[config.mk]
export PLATFORM = sky130hd
export DESIGN_NAME = crc16_block_framer_unit
export DESIGN_NICKNAME = d
export VERILOG_FILES = /design/src/hw/rtl/cbf_pkg.sv /design/src/hw/rtl/cbf_crc_core.sv /design/src/hw/rtl/cbf_emit.sv /design/src/hw/rtl/crc16_block_framer_unit.sv
export SDC_FILE = /design/constraint.sdc
export NUM_CORES = 1
export LEC_CHECK = 0
export BUFFER_PORTS_ARGS = -buffer_cell sky130_fd_sc_hd__buf_2
export CAP_MARGIN = 10
export CORE_MARGIN = 2
export CORE_UTILIZATION = 40
export CTS_BUF_LIST = sky130_fd_sc_hd__clkbuf_8
export DETAILED_ROUTE_END_ITERATION = 10
export PLACE_DENSITY_LB_ADDON = 0.25
export SYNTH_ARGS = -nofsm -noshare
export SYNTH_HDL_FRONTEND = slang
export SYNTH_SLANG_ARGS = --single-unit
[constraint.sdc]
create_clock -name clk -period 7.95 [get_ports clk]
set_clock_uncertainty 0.05 [all_clocks]
set_input_delay 1.59 -clock clk [delete_from_list [all_inputs] [get_ports clk]]
set_output_delay 1.59 -clock clk [all_outputs]
set_load 0.005 [all_outputs]
[src/hw/rtl/cbf_pkg.sv]
package cbf_pkg;

  localparam int unsigned DATA_BYTES_DEF = 32;

  localparam logic [15:0] CRC_INIT = 16'hFFFF;
  localparam logic [15:0] CRC_POLY = 16'h8005;
  localparam logic [15:0] CRC_TOP  = 16'h8000;

  // one finished data word, held until all of its results are taken
  typedef struct packed {
    logic        valid;
    logic [7:0]  data;
    logic        last;
    logic [15:0] crc;
  } stage_t;

  // crc-16 over one byte, msb first, no reflection
  function automatic logic [15:0] crc_feed(input logic [15:0] crc, input logic [7:0] b);
    logic [15:0] c;
    logic        top;
    c = crc ^ {b, 8'h00};
    for (int k = 0; k < 8; k++) begin
      top = |(c & CRC_TOP);
      c = {c[14:0], 1'b0};
      if (top) begin
        c = c ^ CRC_POLY;
      end
    end
    return c;
  endfunction

endpackage

[src/hw/rtl/cbf_crc_core.sv]
module cbf_crc_core #(
  parameter int unsigned DATA_BYTES = cbf_pkg::DATA_BYTES_DEF
) (
  input  logic            clk,
  input  logic            rst,
  input  logic            in_valid,
  output logic            in_ready,
  input  logic [7:0]      data_byte,
  input  logic            pop,
  output cbf_pkg::stage_t stage
);
  import cbf_pkg::*;

  localparam int unsigned CNT_W = (DATA_BYTES > 1) ? $clog2(DATA_BYTES) : 1;
  localparam logic [CNT_W-1:0] CNT_LAST = CNT_W'(DATA_BYTES - 1);

  logic [15:0]      crc_reg;
  logic [15:0]      crc_next;
  logic [CNT_W-1:0] byte_count;
  logic             last;
  logic             accept;

  assign in_ready = !stage.valid || pop;
  assign accept   = in_valid && in_ready;
  assign crc_next = crc_feed(crc_reg, data_byte);
  assign last     = (byte_count == CNT_LAST);

  always_ff @(posedge clk) begin
    if (rst) begin
      crc_reg     <= CRC_INIT;
      byte_count  <= '0;
      stage.valid <= 1'b0;
    end else if (accept) begin
      crc_reg     <= last ? CRC_INIT : crc_next;
      byte_count  <= last ? '0 : byte_count + 1'b1;
      stage.valid <= 1'b1;
    end else if (pop) begin
      stage.valid <= 1'b0;
    end
    // payload, no reset
    if (accept) begin
      stage.data <= data_byte;
      stage.last <= last;
      stage.crc  <= crc_next;
    end
  end

endmodule

[src/hw/rtl/cbf_emit.sv]
module cbf_emit (
  input  logic            clk,
  input  logic            rst,
  input  cbf_pkg::stage_t stage,
  output logic            pop,
  output logic            out_valid,
  input  logic            out_ready,
  output logic [7:0]      out_byte,
  output logic            is_crc,
  output logic            packet_end
);
  import cbf_pkg::*;

  localparam logic [1:0] PH_DATA = 2'd0;
  localparam logic [1:0] PH_HI   = 2'd1;
  localparam logic [1:0] PH_LO   = 2'd2;

  logic [1:0] phase;
  logic [1:0] phase_next;
  logic       take;

  assign out_valid = stage.valid;
  assign take      = out_valid && out_ready;

  always_comb begin
    out_byte   = stage.data;
    is_crc     = 1'b0;
    packet_end = 1'b0;
    phase_next = phase;
    pop        = 1'b0;
    unique case (phase)
      PH_HI: begin
        out_byte = stage.crc[15:8];
        is_crc   = 1'b1;
        if (take) begin
          phase_next = PH_LO;
        end
      end
      PH_LO: begin
        out_byte   = stage.crc[7:0];
        is_crc     = 1'b1;
        packet_end = 1'b1;
        if (take) begin
          phase_next = PH_DATA;
          pop        = 1'b1;
        end
      end
      default: begin
        if (take) begin
          if (stage.last) begin
            phase_next = PH_HI;
          end else begin
            pop = 1'b1;
          end
        end
      end
    endcase
  end

  always_ff @(posedge clk) begin
    if (rst) begin
      phase <= PH_DATA;
    end else begin
      phase <= phase_next;
    end
  end

endmodule

[src/hw/rtl/crc16_block_framer_unit.sv]
// channel | signals                        | direction | word
// input   | in_valid, in_ready, data_byte  | in        | one data byte
// output  | out_valid, out_ready, out_byte,| out       | data byte or crc byte,
//         | is_crc, packet_end             |           | packet_end on crc low byte
//
// one data byte per cycle while in_ready is high; its echo shows the next cycle
// the last byte of each group of DATA_BYTES holds the single stage register
// for three output words, so in_ready stays low until the crc low byte is taken
// in_ready follows out_ready through the stage register's free/pop logic
// rst is synchronous, active high; crc returns to 0xffff and the count to zero
// output stalls hold out_byte, is_crc and packet_end steady
module crc16_block_framer_unit #(
  parameter int unsigned DATA_BYTES = cbf_pkg::DATA_BYTES_DEF
) (
  input  logic       clk,
  input  logic       rst,
  input  logic       in_valid,
  output logic       in_ready,
  input  logic [7:0] data_byte,
  output logic       out_valid,
  input  logic       out_ready,
  output logic [7:0] out_byte,
  output logic       is_crc,
  output logic       packet_end
);
  import cbf_pkg::*;

  // finished word, with its post-byte crc and group-end flag
  stage_t stage;
  // stage register released by the output side
  logic   pop;

  // crc and byte count, updated on each accepted byte
  cbf_crc_core #(
    .DATA_BYTES(DATA_BYTES)
  ) u_core (
    .clk      (clk),
    .rst      (rst),
    .in_valid (in_valid),
    .in_ready (in_ready),
    .data_byte(data_byte),
    .pop      (pop),
    .stage    (stage)
  );

  // walks data, crc high, crc low for the closing byte of a group
  cbf_emit u_emit (
    .clk       (clk),
    .rst       (rst),
    .stage     (stage),
    .pop       (pop),
    .out_valid (out_valid),
    .out_ready (out_ready),
    .out_byte  (out_byte),
    .is_crc    (is_crc),
    .packet_end(packet_end)
  );

endmodule

==> results.py <==
metrics = {
    "routing": {
        "via_count": 1335,
        "wirelength_um": 3710,
        "drc": 0,
        "routed_wire_length_per_instance_um": 13.1,
        "route.detailed.vias_per_inst": 4.72,
        "dr.first_iter.drc_count": 110,
        "first_pass_iters": 4,
        "drt.antenna.violating_nets": 0,
    },
    "clocking": {
        "root_buffer": "sky130_fd_sc_hd__clkbuf_8",
        "clk_transition_reported_paths_ns": 0.09,
        "worstSkewPairLatency_ns": 0.31,
        "tritoncts_num_sinks": 49,
        "cts_repair_resizes": 0,
        "number_of_buffers_created_by_cts": 5,
        "post_cts_repair_setup_buffers": 0,
        "clock_tree_from_tritoncts": "built",
        "cts_max_path_buffers": 2,
        "postCtsHoldBufs": 0,
        "ctsHtreeMaxLevel": 2,
    },
    "finish": {
        "post_route_cells_drive_above_1_share_pct": 16.9,
        "layout_commonest_cell": "sky130_fd_sc_hd__nand2_1",
        "insertedDiodeCount": 0,
        "syn2layout_area_growth_pct": 13.3,
        "multiInputGateArea_um2": 792,
        "fillCellCount": 477,
        "layout.cells.most_common_list": "sky130_fd_sc_hd__nand2_1, sky130_fd_sc_hd__edfxtp_1, sky130_fd_sc_hd__dfxtp_1",
        "num-nets-final": 229,
        "flip_flop_count_of_the_largest_register_all_copies_and_words_added": 26,
        "fin_area_um2": 2380,
        "seqCellArea_um2": 1230,
    },
    "timing": {
        "slew_at_the_pin_closest_to_its_max_slew_limit_ns": 1.22,
        "report.final.hold_viol_count": 0,
        "fin_crit_sh_pct": 54.2,
        "fin_setup_tns_ns": 0,
        "grt_setup_unrepaired": "false",
        "period_needed_ns": 4.31,
        "timing.fmax_mhz": 232,
        "report.final.setup_viol": 0,
        "slew_violations": 0,
        "slew-limit-headroom_pct": 18.6,
    },
    "place": {
        "place.gp.congestion": 0.684,
        "place.detailed.hpwl_um": 2500,
        "buffer_ports.inserted": 23,
        "place_area_um2": 2270,
    },
    "synthesis": {
        "ys_ff_latch": 49,
        "post_synth_inst_count": 191,
        "mux_cell_area_share_after_synthesis_pct": 0.476,
        "netlist.top_cell.by_area": "sky130_fd_sc_hd__edfxtp_1",
        "compound_cell_area_share_of_the_yosys_netlist_pct": 9.28,
        "synth_cell_types": 29,
        "synth_simple_gate_area_share_pct": 12.2,
        "post_synthesis_sequential_area_ratio_pct": 58.5,
        "yosys.area_share.adder_pct": 2.97,
        "synth_top_flop_cell": "sky130_fd_sc_hd__edfxtp_1",
        "synthesis.nets": 208,
        "postSynthAreaPerCell_um2": 11.0,
        "ys_top_cells_by_area": "sky130_fd_sc_hd__edfxtp_1, sky130_fd_sc_hd__dfxtp_1, sky130_fd_sc_hd__nand2_1",
        "area_fraction_of_the_dominant_cell_type_after_synthesis_pct": 35.7,
        "ys_warn_count": 0,
        "synth-edff-count": 25,
        "async_reset_ff_share_pct": 0,
        "synth_top_family_by_area": "XOR/XNOR gates",
        "post_synth_instance_area_um2": 2100,
        "synth_xor_area_share_pct": 12.7,
    },
    "critical_path": {
        "critical_path_peak_fanout": 43,
        "reg2reg_slack_ns": 3.82,
        "criticalPathCategory": "in -> reg",
        "worst-endpoint-arrival_ns": 4.48,
        "timing.critical_path.from_type": "input port",
        "timing.critical_path.to_type": "flop",
        "critical_path_required_ns": 8.13,
    },
    "floorplanning": {
        "ioPinCount": 24,
        "starting_utilization_of_the_core_area_pct": 41.4,
        "row_count": 26,
        "coreArea_um2": 5070,
        "die_h_um": 76.5,
        "die_outline_area_um2": 5850,
        "fp.dieW_um": 76.5,
    },
    "outcome": {
        "status": "finished, final reports clean",
    },
    "grt": {
        "grt_max_degree": 44,
        "wire_length_of_the_first_global_routing_pass_um": 6210,
        "grtUsageTotal_pct": 13.7,
        "globalRouteOverflowTotal": 0,
        "number_of_global_route_vias_before_repair": 1253,
        "grt_antenna_before_repair": 0,
    },
    "power_and_ir_drop": {
        "vdd_ir_drop_max_uv": 101,
        "leakage_uw": 0.00100,
        "power.density_nw_per_um2": 276,
    },
    "job": {
        "maxCapViolCount": 0,
    },
    "hold_path": {
        "holdCritPathClass": "reg -> reg",
    },
}
-- cell usage after synthesis, types with 5 or more instances --
| master | number |
|---|---|
| sky130_fd_sc_hd__nor2_1 | 9 |
| sky130_fd_sc_hd__nand2_1 | 37 |
| sky130_fd_sc_hd__inv_1 | 10 |
| sky130_fd_sc_hd__ha_1 | 5 |
| sky130_fd_sc_hd__xnor2_1 | 13 |
| sky130_fd_sc_hd__edfxtp_1 | 25 |
| sky130_fd_sc_hd__a21oi_1 | 5 |
| sky130_fd_sc_hd__a22oi_1 | 8 |
| sky130_fd_sc_hd__xor2_1 | 6 |
| sky130_fd_sc_hd__nand3_1 | 12 |
| sky130_fd_sc_hd__o21ai_0 | 9 |
| sky130_fd_sc_hd__dfxtp_1 | 24 |
-- per-layer routing --
layer / vias to the layer above / wire (µm) / track usage (%)
met5: - / 0 / 0
met4: 0 / 75 / 6.00
met3: 5 / 139 / 3.67
met2: 24 / 1730 / 21.2
met1: 614 / 1770 / 18.2
li1: 692 / - / -
-- critical path, stage by stage --
cell and delay, ns:
sky130_fd_sc_hd__buf_2 0.08, sky130_fd_sc_hd__inv_1 0.03, sky130_fd_sc_hd__o31ai_1 0.49, sky130_fd_sc_hd__nand2_1 0.59, sky130_fd_sc_hd__inv_2 0.82, sky130_fd_sc_hd__a21oi_1 0.57, sky130_fd_sc_hd__a31oi_1 0.29
-- layout make-up --
cell class | instances | area share [%]
multi-input cells | 122 | 33.2
repair buffers | 23 | 4.83
clock buffers | 5 | 2.89
clock inverters | 3 | 1.94
flip-flops and latches | 49 | 51.7
well taps | 70 | 3.68
inverters | 11 | 1.73
-- stage by stage --
| step | instances | total power (µW) | worst slack [ns] | hold WS [ns] | utilization (%) |
|---|---|---|---|---|---|
| 2_1_floorplan | 191 | 452 | 4.23 | 0.380 | - |
| 3_3_place_gp | 275 | 482 | 3.40 | 0.393 | 44.7 |
| 3_5_place_dp | 275 | 484 | 3.30 | 0.399 | 44.7 |
| 4_1_cts | 283 | 661 | 3.60 | 0.420 | 46.9 |
| 5_1_grt | 283 | 690 | 3.28 | 0.433 | 46.9 |
| 6_report | 283 | 658 | 3.64 | 0.424 | 46.9 |
-- power breakdown --
group          switching, µW  total, µW  internal (µW)
registers               15.8        331            315
clock network           86.3        180           94.2
logic                   74.5        146           72.0
-- cell families after synthesis --
kind of cell / after synthesis
AO/OA/AOI/OAI: 30
XOR/XNOR: 24
adder cells (fa/ha/maj): 5
buffers and inverters: 20
flip-flops: 49
multiplexers: 1
AND/OR/NAND/NOR: 62
-- final timing paths --
path                                        start                end  depth (start not counted)
worst min register to register  u_core.crc_reg[6]   u_core.stage[14]                          0
worst min-delay path            u_core.crc_reg[6]   u_core.stage[14]                          0
worst max-delay path                    out_ready  u_core.crc_reg[0]                          7
worst max register to register    u_emit.phase[0]  u_core.crc_reg[9]                          8
(Power assumes the default switching activity.)
